$ cat src/rtl/acso_pkg.sv
// shared constants for the arctangent soft clipper
// drive limits, cordic angle table and default sizes; no dependencies
package acso_pkg;

    localparam int SAMPLE_BITS_DEF = 16;
    localparam int ATAN_ITER_DEF   = 16;
    localparam int DRIVE_W         = 13;
    localparam int ANGLE_W         = 32;
    localparam int CORDIC_GUARD    = 15;
    localparam int TAB_DEPTH       = 32;
    localparam int TAB_AW          = 5;

    typedef logic [DRIVE_W-1:0] t_drive;

    localparam t_drive DRIVE_MIN   = 13'd1;
    localparam t_drive DRIVE_MAX   = 13'd7680;
    localparam t_drive DRIVE_RESET = 13'd256;

    // atan(2^-i) / (pi/2) scaled by 2^30
    localparam logic signed [ANGLE_W-1:0] ATAN_TAB [TAB_DEPTH] = '{
        32'sd536870912, 32'sd316933406, 32'sd167458907, 32'sd85004756,
        32'sd42667331,  32'sd21354465,  32'sd10679838,  32'sd5340245,
        32'sd2670163,   32'sd1335087,   32'sd667544,    32'sd333772,
        32'sd166886,    32'sd83443,     32'sd41722,     32'sd20861,
        32'sd10430,     32'sd5215,      32'sd2608,      32'sd1304,
        32'sd652,       32'sd326,       32'sd163,       32'sd81,
        32'sd41,        32'sd20,        32'sd10,        32'sd5,
        32'sd3,         32'sd1,         32'sd1,         32'sd0
    };

endpackage

$ cat src/rtl/acso_in_if.sv
// input channel of the soft clipper: valid/ready with sample and drive fields
// depends on acso_pkg
interface acso_in_if #(
    parameter int SAMPLE_BITS = acso_pkg::SAMPLE_BITS_DEF
);
    logic                            valid;
    logic                            ready;
    logic signed [SAMPLE_BITS-1:0]   sample_in;
    logic                            mod_valid;
    logic [acso_pkg::DRIVE_W-1:0]    mod_drive;

    modport source (output valid, sample_in, mod_valid, mod_drive, input ready);
    modport sink   (input valid, sample_in, mod_valid, mod_drive, output ready);
endinterface

$ cat src/rtl/acso_out_if.sv
// output channel of the soft clipper: valid/ready with the shaped sample
// depends on acso_pkg
interface acso_out_if #(
    parameter int SAMPLE_BITS = acso_pkg::SAMPLE_BITS_DEF
);
    logic                          valid;
    logic                          ready;
    logic signed [SAMPLE_BITS-1:0] sample_out;

    modport source (output valid, sample_out, input ready);
    modport sink   (input valid, sample_out, output ready);
endinterface

$ cat src/rtl/arctan_soft_clip_overdrive.sv
// top level of the arctangent soft clipper: drive handling, sequencer, rounding
// depends on acso_pkg, acso_in_if, acso_out_if and acso_cordic
//
//  channel      dir   handshake        payload
//  i_in         in    valid / ready    sample_in, mod_valid, mod_drive
//  o_out        out   valid / ready    sample_out
//  drive_gain   in    i_drive_gain_we  i_drive_gain (13 bit q5.8)
//
// an accepted item steps through ST_MUL, ST_LOAD, ST_RUN and ST_DONE before o_out.valid,
// with the cordic loop doing one micro-rotation per cycle in ST_RUN
// i_in.ready is high only while no item is in work
// a stalled result waits in the output register; the next item is taken meanwhile
// synchronous active low reset; drive returns to 1.0
module arctan_soft_clip_overdrive #(
    parameter int SAMPLE_BITS     = acso_pkg::SAMPLE_BITS_DEF,
    parameter int ATAN_ITERATIONS = acso_pkg::ATAN_ITER_DEF
) (
    input  logic                             i_clk,
    input  logic                             i_rst_n,
    acso_in_if.sink                          i_in,
    acso_out_if.source                       o_out,
    input  logic                             i_drive_gain_we,
    input  logic [acso_pkg::DRIVE_W-1:0]     i_drive_gain
);
    localparam int W  = SAMPLE_BITS + acso_pkg::CORDIC_GUARD;
    localparam int PW = SAMPLE_BITS + acso_pkg::DRIVE_W + 1;
    localparam int MW = acso_pkg::ANGLE_W + 2;
    localparam int SH  = acso_pkg::ANGLE_W - 2 - (SAMPLE_BITS - 1);
    localparam int RSH = (SH > 0) ? SH : 0;
    localparam int LSH = (SH < 0) ? -SH : 0;
    localparam logic [MW-1:0] RND  = (MW'(1) << RSH) >> 1;
    localparam logic [MW-1:0] FULL = (MW'(1) << (SAMPLE_BITS - 1)) - MW'(1);

    localparam logic [2:0] ST_IDLE = 3'd0;
    localparam logic [2:0] ST_MUL  = 3'd1;
    localparam logic [2:0] ST_LOAD = 3'd2;
    localparam logic [2:0] ST_RUN  = 3'd3;
    localparam logic [2:0] ST_DONE = 3'd4;

    function automatic acso_pkg::t_drive clamp_drive(input acso_pkg::t_drive v);
        if (v < acso_pkg::DRIVE_MIN) begin
            return acso_pkg::DRIVE_MIN;
        end else if (v > acso_pkg::DRIVE_MAX) begin
            return acso_pkg::DRIVE_MAX;
        end else begin
            return v;
        end
    endfunction

    logic [2:0]                          r_state;
    acso_pkg::t_drive                    r_drive;
    logic signed [SAMPLE_BITS-1:0]       r_sample;
    logic signed [W-1:0]                 r_y0;
    logic signed [PW-1:0]                prod;
    logic                                r_out_valid;
    logic signed [SAMPLE_BITS-1:0]       r_out_data;
    logic                                cordic_done;
    logic signed [acso_pkg::ANGLE_W-1:0] angle;
    logic                                neg;
    logic [MW-1:0]                       ang_ext, mag, scaled, sat, res;
    logic                                in_fire, out_load;

    assign in_fire  = i_in.valid && (r_state == ST_IDLE);
    assign out_load = (r_state == ST_DONE) && (!r_out_valid || o_out.ready);
    assign prod     = r_sample * $signed({1'b0, r_drive});

    acso_cordic #(
        .SAMPLE_BITS     (SAMPLE_BITS),
        .ATAN_ITERATIONS (ATAN_ITERATIONS)
    ) u_cordic (
        .i_clk   (i_clk),
        .i_rst_n (i_rst_n),
        .i_start (r_state == ST_LOAD),
        .i_y0    (r_y0),
        .o_done  (cordic_done),
        .o_angle (angle)
    );

    // round to nearest, ties away from zero, then clamp
    always_comb begin
        neg     = angle[acso_pkg::ANGLE_W-1];
        ang_ext = MW'(angle);
        mag     = neg ? (MW'(0) - ang_ext) : ang_ext;
        scaled  = ((mag + RND) >> RSH) << LSH;
        sat     = (scaled > FULL) ? FULL : scaled;
        res     = neg ? (MW'(0) - sat) : sat;
    end

    always_ff @(posedge i_clk) begin
        if (!i_rst_n) begin
            r_state     <= ST_IDLE;
            r_drive     <= acso_pkg::DRIVE_RESET;
            r_out_valid <= 1'b0;
        end else begin
            if (in_fire && i_in.mod_valid) begin
                r_drive <= clamp_drive(i_in.mod_drive);
            end else if (i_drive_gain_we) begin
                r_drive <= clamp_drive(i_drive_gain);
            end
            unique case (r_state)
                ST_IDLE: begin
                    if (in_fire) begin
                        r_state <= ST_MUL;
                    end
                end
                ST_MUL:  r_state <= ST_LOAD;
                ST_LOAD: r_state <= ST_RUN;
                ST_RUN: begin
                    if (cordic_done) begin
                        r_state <= ST_DONE;
                    end
                end
                ST_DONE: begin
                    if (out_load) begin
                        r_state <= ST_IDLE;
                    end
                end
                default: r_state <= ST_IDLE;
            endcase
            if (out_load) begin
                r_out_valid <= 1'b1;
            end else if (o_out.ready) begin
                r_out_valid <= 1'b0;
            end
        end
    end

    always_ff @(posedge i_clk) begin
        if (in_fire) begin
            r_sample <= i_in.sample_in;
        end
        if (r_state == ST_MUL) begin
            r_y0 <= W'(prod);
        end
        if (out_load) begin
            r_out_data <= res[SAMPLE_BITS-1:0];
        end
    end

    assign i_in.ready       = (r_state == ST_IDLE);
    assign o_out.valid      = r_out_valid;
    assign o_out.sample_out = r_out_data;
endmodule

$ cat src/rtl/acso_cordic.sv
// iterative vectoring cordic, one micro-rotation per cycle on a shared adder set
// depends on acso_pkg for the angle table
module acso_cordic #(
    parameter int SAMPLE_BITS     = acso_pkg::SAMPLE_BITS_DEF,
    parameter int ATAN_ITERATIONS = acso_pkg::ATAN_ITER_DEF
) (
    input  logic                                i_clk,
    input  logic                                i_rst_n,
    input  logic                                i_start,
    input  logic signed [SAMPLE_BITS+acso_pkg::CORDIC_GUARD-1:0] i_y0,
    output logic                                o_done,
    output logic signed [acso_pkg::ANGLE_W-1:0] o_angle
);
    localparam int W  = SAMPLE_BITS + acso_pkg::CORDIC_GUARD;
    localparam int IW = $clog2(ATAN_ITERATIONS);
    localparam logic [IW-1:0] LAST = IW'(ATAN_ITERATIONS - 1);
    localparam logic signed [W-1:0] X0 = W'(1) <<< (SAMPLE_BITS + 7);

    logic signed [W-1:0]                r_x, r_y, n_x, n_y, dx, dy;
    logic signed [acso_pkg::ANGLE_W-1:0] r_z, n_z, step;
    logic [IW-1:0]                      r_i;
    logic                               r_busy, r_done;

    always_comb begin
        dx   = r_y >>> r_i;
        dy   = r_x >>> r_i;
        step = acso_pkg::ATAN_TAB[acso_pkg::TAB_AW'(r_i)];
        if (!r_y[W-1]) begin
            n_x = r_x + dx;
            n_y = r_y - dy;
            n_z = r_z + step;
        end else begin
            n_x = r_x - dx;
            n_y = r_y + dy;
            n_z = r_z - step;
        end
    end

    always_ff @(posedge i_clk) begin
        if (!i_rst_n) begin
            r_busy <= 1'b0;
            r_done <= 1'b0;
        end else begin
            r_done <= 1'b0;
            if (i_start) begin
                r_busy <= 1'b1;
            end else if (r_busy && r_i == LAST) begin
                r_busy <= 1'b0;
                r_done <= 1'b1;
            end
        end
    end

    always_ff @(posedge i_clk) begin
        if (i_start) begin
            r_x <= X0;
            r_y <= i_y0;
            r_z <= '0;
            r_i <= '0;
        end else if (r_busy) begin
            r_x <= n_x;
            r_y <= n_y;
            r_z <= n_z;
            r_i <= r_i + IW'(1);
        end
    end

    assign o_done  = r_done;
    assign o_angle = r_z;
endmodule

$ cat src/flat_wrapper.sv
// flat-port wrapper written by rule: the top's interface ports become plain ports
module arctan_soft_clip_overdrive_flat 
#(
    parameter int SAMPLE_BITS     = acso_pkg::SAMPLE_BITS_DEF,
    parameter int ATAN_ITERATIONS = acso_pkg::ATAN_ITER_DEF
)
  (i_clk, i_rst_n, i_drive_gain_we, i_drive_gain, i_in_valid, i_in_sample_in, i_in_mod_valid, i_in_mod_drive, i_in_ready, o_out_valid, o_out_sample_out, o_out_ready);
  acso_in_if #(.SAMPLE_BITS(SAMPLE_BITS)) i_in_i ();
  acso_out_if #(.SAMPLE_BITS(SAMPLE_BITS)) o_out_i ();
  input  logic i_clk;
  input  logic i_rst_n;
  input  logic i_drive_gain_we;
  input  logic [acso_pkg::DRIVE_W-1:0] i_drive_gain;
  input wire logic [$bits(i_in_i.valid)-1:0] i_in_valid;
  input wire logic [$bits(i_in_i.sample_in)-1:0] i_in_sample_in;
  input wire logic [$bits(i_in_i.mod_valid)-1:0] i_in_mod_valid;
  input wire logic [$bits(i_in_i.mod_drive)-1:0] i_in_mod_drive;
  output wire logic [$bits(i_in_i.ready)-1:0] i_in_ready;
  output wire logic [$bits(o_out_i.valid)-1:0] o_out_valid;
  output wire logic [$bits(o_out_i.sample_out)-1:0] o_out_sample_out;
  input wire logic [$bits(o_out_i.ready)-1:0] o_out_ready;
  assign i_in_i.valid = i_in_valid;
  assign i_in_i.sample_in = i_in_sample_in;
  assign i_in_i.mod_valid = i_in_mod_valid;
  assign i_in_i.mod_drive = i_in_mod_drive;
  assign i_in_ready = i_in_i.ready;
  assign o_out_valid = o_out_i.valid;
  assign o_out_sample_out = o_out_i.sample_out;
  assign o_out_i.ready = o_out_ready;
  arctan_soft_clip_overdrive #(.SAMPLE_BITS(SAMPLE_BITS), .ATAN_ITERATIONS(ATAN_ITERATIONS)) u_core (.i_clk(i_clk), .i_rst_n(i_rst_n), .i_in(i_in_i), .o_out(o_out_i), .i_drive_gain_we(i_drive_gain_we), .i_drive_gain(i_drive_gain));
endmodule
$ cat config.mk
export PLATFORM = sky130hd
export DESIGN_NAME = arctan_soft_clip_overdrive_flat
export DESIGN_NICKNAME = d
export VERILOG_FILES = /design/src/rtl/acso_pkg.sv /design/src/rtl/acso_in_if.sv /design/src/rtl/acso_out_if.sv /design/src/rtl/arctan_soft_clip_overdrive.sv /design/src/rtl/acso_cordic.sv /design/src/flat_wrapper.sv
export SDC_FILE = /design/constraint.sdc
export NUM_CORES = 1
export LEC_CHECK = 0
export ABC_AREA = 1
export BUFFER_PORTS_ARGS = -buffer_cell sky130_fd_sc_hd__buf_2
export CAP_MARGIN = 25
export CORE_MARGIN = 1
export CORE_UTILIZATION = 40
export CTS_BUF_LIST = sky130_fd_sc_hd__clkbuf_2 sky130_fd_sc_hd__clkbuf_4 sky130_fd_sc_hd__clkbuf_8
export DETAILED_ROUTE_END_ITERATION = 6
export PLACE_DENSITY_LB_ADDON = 0.3
export SYNTH_ARGS = -nofsm -noshare
export SYNTH_HDL_FRONTEND = slang
export SYNTH_SLANG_ARGS = --single-unit
$ cat constraint.sdc
create_clock -name i_clk -period 19.4 [get_ports i_clk]
set_clock_uncertainty 0.2 [all_clocks]
set_input_delay 3.88 -clock i_clk [delete_from_list [all_inputs] [get_ports i_clk]]
set_output_delay 3.88 -clock i_clk [all_outputs]
set_load 0.1 [all_outputs]
-- Word level (Yosys, flattened, before mapping)
Memory sizes are Yosys's and may differ from the RTL's.
Cells that the tools add are included.
- add/sub/neg operators: 10
- mux-type cells: 25
- shift operators: 2
- bitwise operators: 2
- multipliers: 1
- equal/unequal tests: 8
- reduce and logical (&&, ||, !) cells: 13
- order comparisons: 6
- operator list (operator ; count):
    2-to-1 mux 31 bit ; 4
    2-to-1 mux 32 bit ; 3
    2-to-1 mux 13 bit ; 6
    adder 31 bit ; 2
    >>> shifter 31 x 4 -> 31 bit ; 2
    subtractor 31 bit ; 2
    adder 34 x 15 -> 34 bit (second input constant) ; 1
    2-to-1 mux 34 bit ; 1
    subtractor 1 x 32 -> 33 bit (first input constant) ; 1
    adder 32 bit ; 1
    2-to-1 mux 16 bit ; 2
    subtractor 32 bit ; 1
    multiplier 16 x 14 -> 30 bit ; 1
    > comparator 13 bit (second input constant) ; 2
    less-than comparator 13 x 1 -> 1 bit (second input constant) ; 2
    > comparator 19 x 15 -> 1 bit (second input constant) ; 1
    subtractor 1 x 16 -> 16 bit (first input constant) ; 1
    case mux 3 bit (5 select lines) ; 1
    2-to-1 mux 3 bit ; 3
    nonzero test 2 bit ; 4
    equality test 3 x 2 -> 1 bit (second input constant) ; 2
    >= comparator 6 bit (second input constant) ; 1
    inverter 4 -> 6 bit ; 1
    2-to-1 mux 1 bit ; 5
    13 further kinds ; 17
- logic and storage cells: 80
- memory bits (read-only): 1024
- memories kept: 1
- register bits: 179
- bits of input ports: 48
- output and inout port bits: 18
- memory list (memory ; depth ; bits a word ; read ports ; clocked after Yosys merged registers in ; wr ports ; RTL line ; RTL):
    (no name shown) ; 32 ; 32 ; 1 ; 0 ; 0 ; acso_cordic.sv:27 ; step = acso_pkg::ATAN_TAB[acso_pkg::TAB_AW'(r_i)];

-- Depth between registers and ports, before layout
Gate-level depths: netlist of the first run.
- depth after elaboration: 7
- mapped depth: 36
- mapped depth without buffers: 33

-- Modules after synthesis
A second synthesis of the first run with hierarchy kept.
- cells, all modules: 3944
- area, all modules: 26898.3 µm²
- by module, submodules not included (module ; area each (µm²) ; cells an instance ; times used ; seq. area each (µm²)):
    acso_cordic ; 14206.1 ; 2350 ; 1 ; 2312.2
    arctan_soft_clip_overdrive ; 12692.2 ; 1594 ; 1 ; 2202.1

-- Worst setup path after synthesis of the first run
No wires, ideal clock.
- path kind: input -> register
- start point: input i_in_valid
- end point: register u_core.r_drive[0]
- setup time: 116 ps
- slack: 12825 ps
- stages on the path: 8
- path buffers: 1
- required time: 19084 ps
- data arrival time: 6259 ps
- cells stage by stage: inv_1 nor3_1 nand2_1 nand2_1 clkbuf_1 nand3_1 o211ai_1 inv_1
- cells in the longest elaborated chain, start to end: 3
- elaborated cells on any way between the ends: 4
- those cells by class: 1 x mux; 3 x reduce/logical
- RTL lines (element ; RTL line ; RTL):
    start: declaration ; flat_wrapper.sv:14 ; input wire logic [$bits(i_in_i.valid)-1:0] i_in_valid;
    logical AND 1 bit * ; arctan_soft_clip_overdrive.sv:63 ; assign in_fire = i_in.valid && (r_state == ST_IDLE);
    named net u_core.in_fire ; arctan_soft_clip_overdrive.sv:61 ; logic in_fire, out_load;
    logical AND 1 bit * ; arctan_soft_clip_overdrive.sv:95 ; if (in_fire && i_in.mod_valid) begin
    2-to-1 mux 13 bit or nonzero test 2 bit (tied branches) ; n/a ;
    end signal: assignment ; arctan_soft_clip_overdrive.sv:92 ; r_drive <= acso_pkg::DRIVE_RESET;
    end signal: assignment ; arctan_soft_clip_overdrive.sv:96 ; r_drive <= clamp_drive(i_in.mod_drive);
    end signal: assignment ; arctan_soft_clip_overdrive.sv:98 ; r_drive <= clamp_drive(i_drive_gain);
    end: declaration ; arctan_soft_clip_overdrive.sv:51 ; acso_pkg::t_drive r_drive;
Mark *: on every way through the listed nets, which the timed path passes. The rest lies on a longest branch.
A chain may end at the register's enable or synchronous reset.

-- Worst setup path after layout of the first run
- start point: register u_core.r_drive[2]
- end point: register u_core.r_y0[27] (data pin)
- cells in the longest elaborated chain, start to end: 1
- RTL lines (element ; RTL line ; RTL):
    multiplier 16 x 14 -> 30 bit ; arctan_soft_clip_overdrive.sv:65 ; assign prod = r_sample * $signed({1'b0, r_drive});
    named net u_core.prod[27] ; arctan_soft_clip_overdrive.sv:54 ; logic signed [PW-1:0] prod;
    end signal: assignment ; arctan_soft_clip_overdrive.sv:133 ; r_y0 <= W'(prod);
    end: declaration ; arctan_soft_clip_overdrive.sv:53 ; logic signed [W-1:0] r_y0;
The timed path passes the listed nets, and every way through them passes these cells.

==> out/results.ini, run 1 <==
[setup_path]
r2r_start = u_core.r_drive[2]$_SDFFE_PN0P_
regToRegSetupSlack_ns = 12.50
startpoint_type = flip-flop
crit_type = flip-flop to flip-flop
arrival_ns = 7.01
required_ns = 19.52
cp_max_fo = 17
cp-startpoint = u_core.r_drive[2]$_SDFFE_PN0P_
end_kind = flip-flop
reg2reg_to = u_core.r_y0[27]$_DFFE_PP_
reg2reg_depth = 21
cp-endpoint = u_core.r_y0[27]$_DFFE_PP_

[min_path]
hold_class = flip-flop to flip-flop

[cells_and_area]
ff_latch_area_mm2 = 0.00452
drive_gt1_frac = 0.0581
area_delta_synth_final_pct = 5.54
multi_input_area_mm2 = 0.0182
fillers = 6928
final_nets = 4253
diodes = 0

[global_route]
top_usage_layer = met2
grt_pass1_wl_mm = 115
use_met3 = 0.0259
overflow = 0
grt_max_degree = 87
grt_pass1_vias = 23139
met2_usage = 0.384
grt.total_usage = 0.213
grt_use_met1 = 0.258
antenna_found_initial = 0

[logic_synthesis]
syn_area_per_cell_um2 = 6.78
netlist.area_leader.share = 0.157
synth_mux_area_frac = 0.00647
synth_most_common_cell = nand2_1
synth-seq-cells = 179
synthDistinctLibCells = 64
synth_top_family_by_area = adder cells
yosys_most_used_dff = edfxtp_1
syn_inst = 3852
synthTopCellsByArea = fa_1, nand2_1, inv_1
synthXorXnorAreaFrac = 0.0611
synth_edf_count = 93
synthArstFlopShare = 0
yosys_warnings = 0
synth-simple-area-share = 0.240
synth_compound_gate_area_share = 0.146
synthTopCellsByCount = nand2_1, inv_1, nor2_1
synthAdderAreaFrac = 0.241
synthesis.area_mm2 = 0.0261
netlist.top_cell.by_area = fa_1
synth_nets = 4280
yosysSeqAreaShare = 0.173

[clock_tree]
clockRootBuffer = clkbuf_8
clk_latency_ns = 0.59
cts_buffers = 17
clk_pin_slew_ns = 0.11
ctsResizeCount = 0
cts_buffer_depth = 2
ctsHtreeMaxLevel = 4
cts.sinks = 179
postCtsSetupBuffers = 0
cts_hold_buf = 0
cts_tree = done

[place]
io_buffers = 65
place_congestion = 0.892
hpwl_mm = 55.4

[timing]
relSlewSlack = 0.369
setup_viol = 0
fin_tns_setup_ns = 0
fmax_mhz = 145
period_needed_ns = 6.90
slew_violations = 0
timing.final.crit_share = 0.356
worst_pin_slew_ns = 0.946
rsz0062_at_grt = false
hold_viol_final = 0

[routing]
routed_via_density = 5.04
vias = 23636
drc = 0
drt-total-wl_mm = 69.4
routedWlPerCell_um = 14.8
drt_first_pass_iters = 6
dr.first_iter.drc_count = 1571
ant_nets = 0

[floorplanning]
fp.dieW_um = 257
fp.dieArea_mm2 = 0.0663
core-area_mm2 = 0.0645
die_y_um = 257
row_count = 93
ios = 66
start_util = 0.405

[flow_run]
maxCapViolCount = 0

[status]
status = finished clean

==> worst max-delay path, stage by stage (launching register included) <==
cell and delay [ns]:
dfxtp_1 0.78, nand2_1 0.11, inv_1 0.18, fa_1 0.50, fa_1 0.78, inv_1 0.24
fa_1 0.57, inv_1 0.05, fa_1 0.46, fa_1 0.54, inv_1 0.05, fa_1 0.49
inv_1 0.04, ha_1 0.38, nand2_1 0.13, nor4_1 0.37, nand3_1 0.13, nand3_1 0.16
nand3_1 0.08, nand2_1 0.13, a31oi_1 0.11, xor2_1 0.15
==> sequential cells by signal (all words and copies together) (netlist names) <==
signal / count
u_core.u_cordic.o_angle: 32
u_core.u_cordic.r_x: 31
u_core.u_cordic.r_y: 31
u_core.r_y0: 30
u_core.o_out.sample_out: 16
u_core.r_sample: 16
u_core.r_drive: 13
u_core.u_cordic.r_i: 4
u_core.r_state: 3
u_core.o_out.valid: 1
u_core.u_cordic.o_done: 1
u_core.u_cordic.r_busy: 1
==> cells in the final DEF, fill, tap and decap left out, types with 22 or more instances in the layout <==
cell | Yosys | final
nand4_1 | 27 | 27
o21ai_1 | 84 | 84
edfxtp_1 | 93 | 93
o21ai_0 | 239 | 239
fa_1 | 205 | 205
nor2_1 | 283 | 281
a31oi_1 | 22 | 22
dfxtp_1 | 86 | 82
nor3_1 | 28 | 27
inv_1 | 747 | 747
xor2_1 | 123 | 123
xnor2_1 | 59 | 59
buf_4 | 5 | 22
ha_1 | 175 | 175
nand2_1 | 945 | 945
buf_2 | 23 | 65
a21oi_1 | 227 | 227
nand3_1 | 141 | 141
==> cell type report <==
cell class              count  area share
well taps                 855      0.0388
clock inverters            15     0.00677
inverters                 765       0.104
multi-input cells        2774       0.659
repair buffers             88      0.0188
flip-flops and latches    179       0.164
clock buffers              17     0.00849
==> per-stage QoR <==
step | std cells | hold slack, ns | worst slack (ns) | util | instance area (µm²)
after floorplan | 3852 | 0.238 | 12.83 | - | 26100
after global placement | 4659 | 0.270 | 12.58 | 0.420 | 27100
after detailed placement | 4660 | 0.275 | 12.49 | 0.420 | 27100
after CTS | 4692 | 0.304 | 12.46 | 0.427 | 27500
final | 4693 | 0.291 | 12.50 | 0.427 | 27600
after global routing | 4693 | 0.329 | 11.94 | 0.427 | 27600
==> worst min-delay path by stage <==
| stage | start | to | slack (ns) | cells past startpoint |
|---|---|---|---|---|
| 6_report | u_core.u_cordic.r_x[0]$_SDFFE_PP0P_ | u_core.u_cordic.r_x[0]$_SDFFE_PP0P_ | 0.29 | 2 |
| 5_1_grt | u_core.r_y0[21]$_DFFE_PP_ | u_core.u_cordic.r_y[21]$_DFFE_PP_ | 0.33 | 2 |
| 4_1_cts | u_core.u_cordic.r_x[0]$_SDFFE_PP0P_ | u_core.u_cordic.r_x[0]$_SDFFE_PP0P_ | 0.30 | 2 |
| 3_5_place_dp | u_core.u_cordic.r_x[0]$_SDFFE_PP0P_ | u_core.u_cordic.r_x[0]$_SDFFE_PP0P_ | 0.27 | 2 |
| 3_3_place_gp | u_core.u_cordic.r_x[0]$_SDFFE_PP0P_ | u_core.u_cordic.r_x[0]$_SDFFE_PP0P_ | 0.27 | 2 |
| 2_1_floorplan | u_core.u_cordic.r_x[0]$_SDFFE_PP0P_ | u_core.u_cordic.r_x[0]$_SDFFE_PP0P_ | 0.24 | 2 |
==> routing by layer <==
layer,vias to the layer above,share of wire
met5,-,0
li1,12032,-
met1,10979,0.44
met4,0,0.028
met3,103,0.036
met2,522,0.50
==> cell families (layout without fill, tap and decap cells) <==
group / count (synthesis) / in the layout
AOI/OAI and AO/OA: 688 / 688
buffers and inverters: 899 / 885
muxes: 14 / 14
DFF: 179 / 179
xor gates and xnor gates: 182 / 182
adders and majority gates: 380 / 380
and+or+nand+nor: 1510 / 1510
Power of run 1 is not shown: default switching activity piles up to over one toggle a cycle in this logic, so the estimate is an artifact.
==> run 2: changes to the inputs <==
--- a/config.mk
+++ b/config.mk
@@ -5,7 +5,7 @@
 export SDC_FILE = /design/constraint.sdc
 export NUM_CORES = 1
 export LEC_CHECK = 0
-export ABC_AREA = 1
+export ABC_AREA = 0
 export BUFFER_PORTS_ARGS = -buffer_cell sky130_fd_sc_hd__buf_2
 export CAP_MARGIN = 25
 export CORE_MARGIN = 1
==> constraint.sdc (replaced) <==
create_clock -name i_clk -period 6.2 [get_ports i_clk]
set_clock_uncertainty 0.2 [all_clocks]
set_input_delay 1.24 -clock i_clk [delete_from_list [all_inputs] [get_ports i_clk]]
set_output_delay 1.24 -clock i_clk [all_outputs]
set_load 0.1 [all_outputs]
==> run 2 against run 1 <==
Effect of this change:
- the flow now finishes with violations (setup timing)
- die area down 1.9%
- synthesized area down 1.9%
- sequential share of layout area down 0.61 points
- global-route usage down 1.1 points
- highest routed layer unchanged
==> out/results.ini, run 2 <==
[status]
status = finished, violations left  ; was finished clean
violations = setup timing

[timing]
fmax_mhz = 159  ; was 145 MHz
rsz0062_at_grt = true  ; was false
worst_pin_slew_ns = 1.05  ; was 0.946 ns
period_needed_ns = 6.29  ; was 6.90 ns
relSlewSlack = 0.300  ; was 0.369
slew_violations = 0  ; unchanged
hold_viol_final = 0  ; unchanged
setup_ws_ns = -0.0924  ; was 12.50 ns
setup_viol = 2  ; was 0
timing.final.crit_share = 1.01  ; was 0.356
fin_tns_setup_ns = -0.177  ; was 0 ns

[routing]
drt_first_pass_iters = 5  ; was 6
drt-total-wl_mm = 64.8  ; was 69.4 mm
dr.first_iter.drc_count = 1310  ; was 1571
routedWlPerCell_um = 16.6  ; was 14.8 µm
ant_nets = 0  ; unchanged
drc = 0  ; unchanged
vias = 20934  ; was 23636
routed_via_density = 5.37  ; was 5.04

[logic_synthesis]
synth_nets = 3334  ; was 4280
synth-simple-area-share = 0.174  ; was 0.240
synth_compound_gate_area_share = 0.145  ; was 0.146
synth_top_family_by_area = adder cells  ; unchanged
synth_edf_count = 93  ; unchanged
yosysSeqAreaShare = 0.176  ; was 0.173
synthArstFlopShare = 0  ; unchanged
netlist.area_leader.share = 0.160  ; was 0.157
synth_most_common_cell = inv_1  ; was nand2_1
synthXorXnorAreaFrac = 0.0748  ; was 0.0611
syn_area_per_cell_um2 = 8.81  ; was 6.78 µm²
syn_inst = 2906  ; was 3852
synthTopCellsByArea = fa_1, edfxtp_1, ha_1  ; was fa_1, nand2_1, inv_1
synth-seq-cells = 179  ; unchanged
yosys_warnings = 0  ; unchanged
synthDistinctLibCells = 93  ; was 64
synthAdderAreaFrac = 0.246  ; was 0.241
netlist.top_cell.by_area = fa_1  ; unchanged
synthesis.area_mm2 = 0.0256  ; was 0.0261 mm²
synth_mux_area_frac = 0.111  ; was 0.00647
yosys_most_used_dff = edfxtp_1  ; unchanged
synthTopCellsByCount = inv_1, nand2_1, nor2_1  ; was nand2_1, inv_1, nor2_1

[setup_path]
cp_max_fo = 4  ; was 17
arrival_ns = 6.40  ; was 7.01 ns
crit_type = flip-flop to flip-flop  ; unchanged
cp-startpoint = u_core.r_sample[6]$_DFFE_PP_  ; was u_core.r_drive[2]$_SDFFE_PN0P_
r2r_start = u_core.r_sample[6]$_DFFE_PP_  ; was u_core.r_drive[2]$_SDFFE_PN0P_
end_kind = flip-flop  ; unchanged
required_ns = 6.30  ; was 19.52 ns
startpoint_type = flip-flop  ; unchanged

[cells_and_area]
largest_register_ff_count = 32  ; unchanged
final_common_cell = inv_1  ; was nand2_1
diodes = 0  ; unchanged
fin_util = 0.454  ; was 0.427
layout_common_cells = inv_1, nand2_1, nor2_1  ; was nand2_1, inv_1, nor2_1
area_delta_synth_final_pct = 12.1  ; was 5.54%
final_nets = 3464  ; was 4253
drive_gt1_frac = 0.166  ; was 0.0581
fin_area_mm2 = 0.0287  ; was 0.0276 mm²

[global_route]
grt_max_degree = 94  ; was 87
grt_pass1_wl_mm = 104  ; was 115 mm
grt_pass1_vias = 19970  ; was 23139
grt.total_usage = 0.201  ; was 0.213
overflow = 0  ; unchanged
antenna_found_initial = 1  ; was 0

[clock_tree]
cts_buffer_depth = 2  ; unchanged
clk_pin_slew_ns = 0.11  ; about the same
cts_tree = done  ; unchanged
cts_buffers = 17  ; unchanged
clockRootBuffer = clkbuf_8  ; unchanged
cts.sinks = 179  ; unchanged
ctsHtreeMaxLevel = 4  ; unchanged
clk_latency_ns = 0.57  ; was 0.59 ns
cts_hold_buf = 0  ; unchanged

[floorplanning]
row_count = 92  ; was 93
die_y_um = 255  ; was 257 µm
fp.dieArea_mm2 = 0.0650  ; was 0.0663 mm²
ios = 66  ; unchanged
core-area_mm2 = 0.0632  ; was 0.0645 mm²
start_util = 0.405  ; about the same
fp.dieW_um = 255  ; was 257 µm

[flow_run]
maxCapViolCount = 0  ; unchanged

[min_path]
hold_start = u_core.u_cordic.r_x[0]$_SDFFE_PP0P_  ; unchanged
hold_class = flip-flop to flip-flop  ; unchanged

[place]
pre_cts_slack_ns = -0.231  ; was 12.49 ns
hpwl_mm = 50.7  ; was 55.4 mm
placed_area_mm2 = 0.0278  ; was 0.0271 mm²
place_congestion = 0.890  ; was 0.892
io_buffers = 65  ; unchanged

## run 2: cell type report
class,count,area (µm²)
Clock buffer,18,241
Clock inverter,14,154
Fill cell,6104,34500
Inverter,313,1170
Multi-Input combinational cell,2269,19600
Sequential cell,179,4540
Tap cell,846,1060
Timing Repair Buffer,256,1970
## run 2: critical path: stages, from the launching register on
cell and delay [ns]:
edfxtp_1 0.49, buf_6 0.16, and2_4 0.14, fa_1 0.47, inv_1 0.05, fa_1 0.47, inv_1 0.05, fa_1 0.44
ha_1 0.30, fa_1 0.48, inv_1 0.05, fa_1 0.47, inv_1 0.04, ha_2 0.16, or3_4 0.37, nor2_4 0.13
o21ai_2 0.09, a2111oi_4 0.33, o41a_1 0.21, o211ai_1 0.12, and3_1 0.18, or3_1 0.36, a31oi_1 0.17, xnor2_1 0.09
## run 2: worst paths after layout
kind,to,slack (ns),cells past startpoint
hold / removal,u_core.u_cordic.r_x[0]$_SDFFE_PP0P_,0.32,2
hold reg to reg,u_core.u_cordic.r_x[0]$_SDFFE_PP0P_,0.32,2
setup / recovery,u_core.r_y0[27]$_DFFE_PP_,-0.09,23
setup reg to reg,u_core.r_y0[27]$_DFFE_PP_,-0.09,23
## run 2: through the flow
step | instances | hold slack [ns]
floorplan | 2906 | 0.266
global placement | 3841 | 0.288
detailed placement | 3841 | 0.297
CTS | 3881 | 0.314
global route | 3895 | 0.323
finish | 3895 | 0.318
## run 2: kinds of logic (layout without fill, tap and decap cells)
group / after synthesis / in the layout
and+or+nand+nor: 895 / 895
AOI/OAI and AO/OA: 582 / 582
buffers and inverters: 458 / 601
adders and majority gates: 381 / 381
xor gates and xnor gates: 217 / 217
muxes: 194 / 194
DFF: 179 / 179
## run 2: layer usage
| metal | global-route usage | vias to the layer above | share of wire | routed length [µm] |
|---|---|---|---|---|
| met5 | 0 | - | 0 | 0 |
| met4 | 0.0414 | 0 | 0.014 | 929 |
| met3 | 0.0254 | 51 | 0.037 | 2370 |
| met2 | 0.330 | 396 | 0.47 | 30800 |
| met1 | 0.284 | 10162 | 0.47 | 30700 |
| li1 | - | 10325 | - | - |
## run 2: what timing repair did
action / 4_1_cts / 5_1_grt
resized for setup: 19 / 58
endpoints found under the setup margin: 5 / 27
pin swaps: 27 / 25
buffers inserted: 8 / 15
Power of run 2 is left out for the same reason.
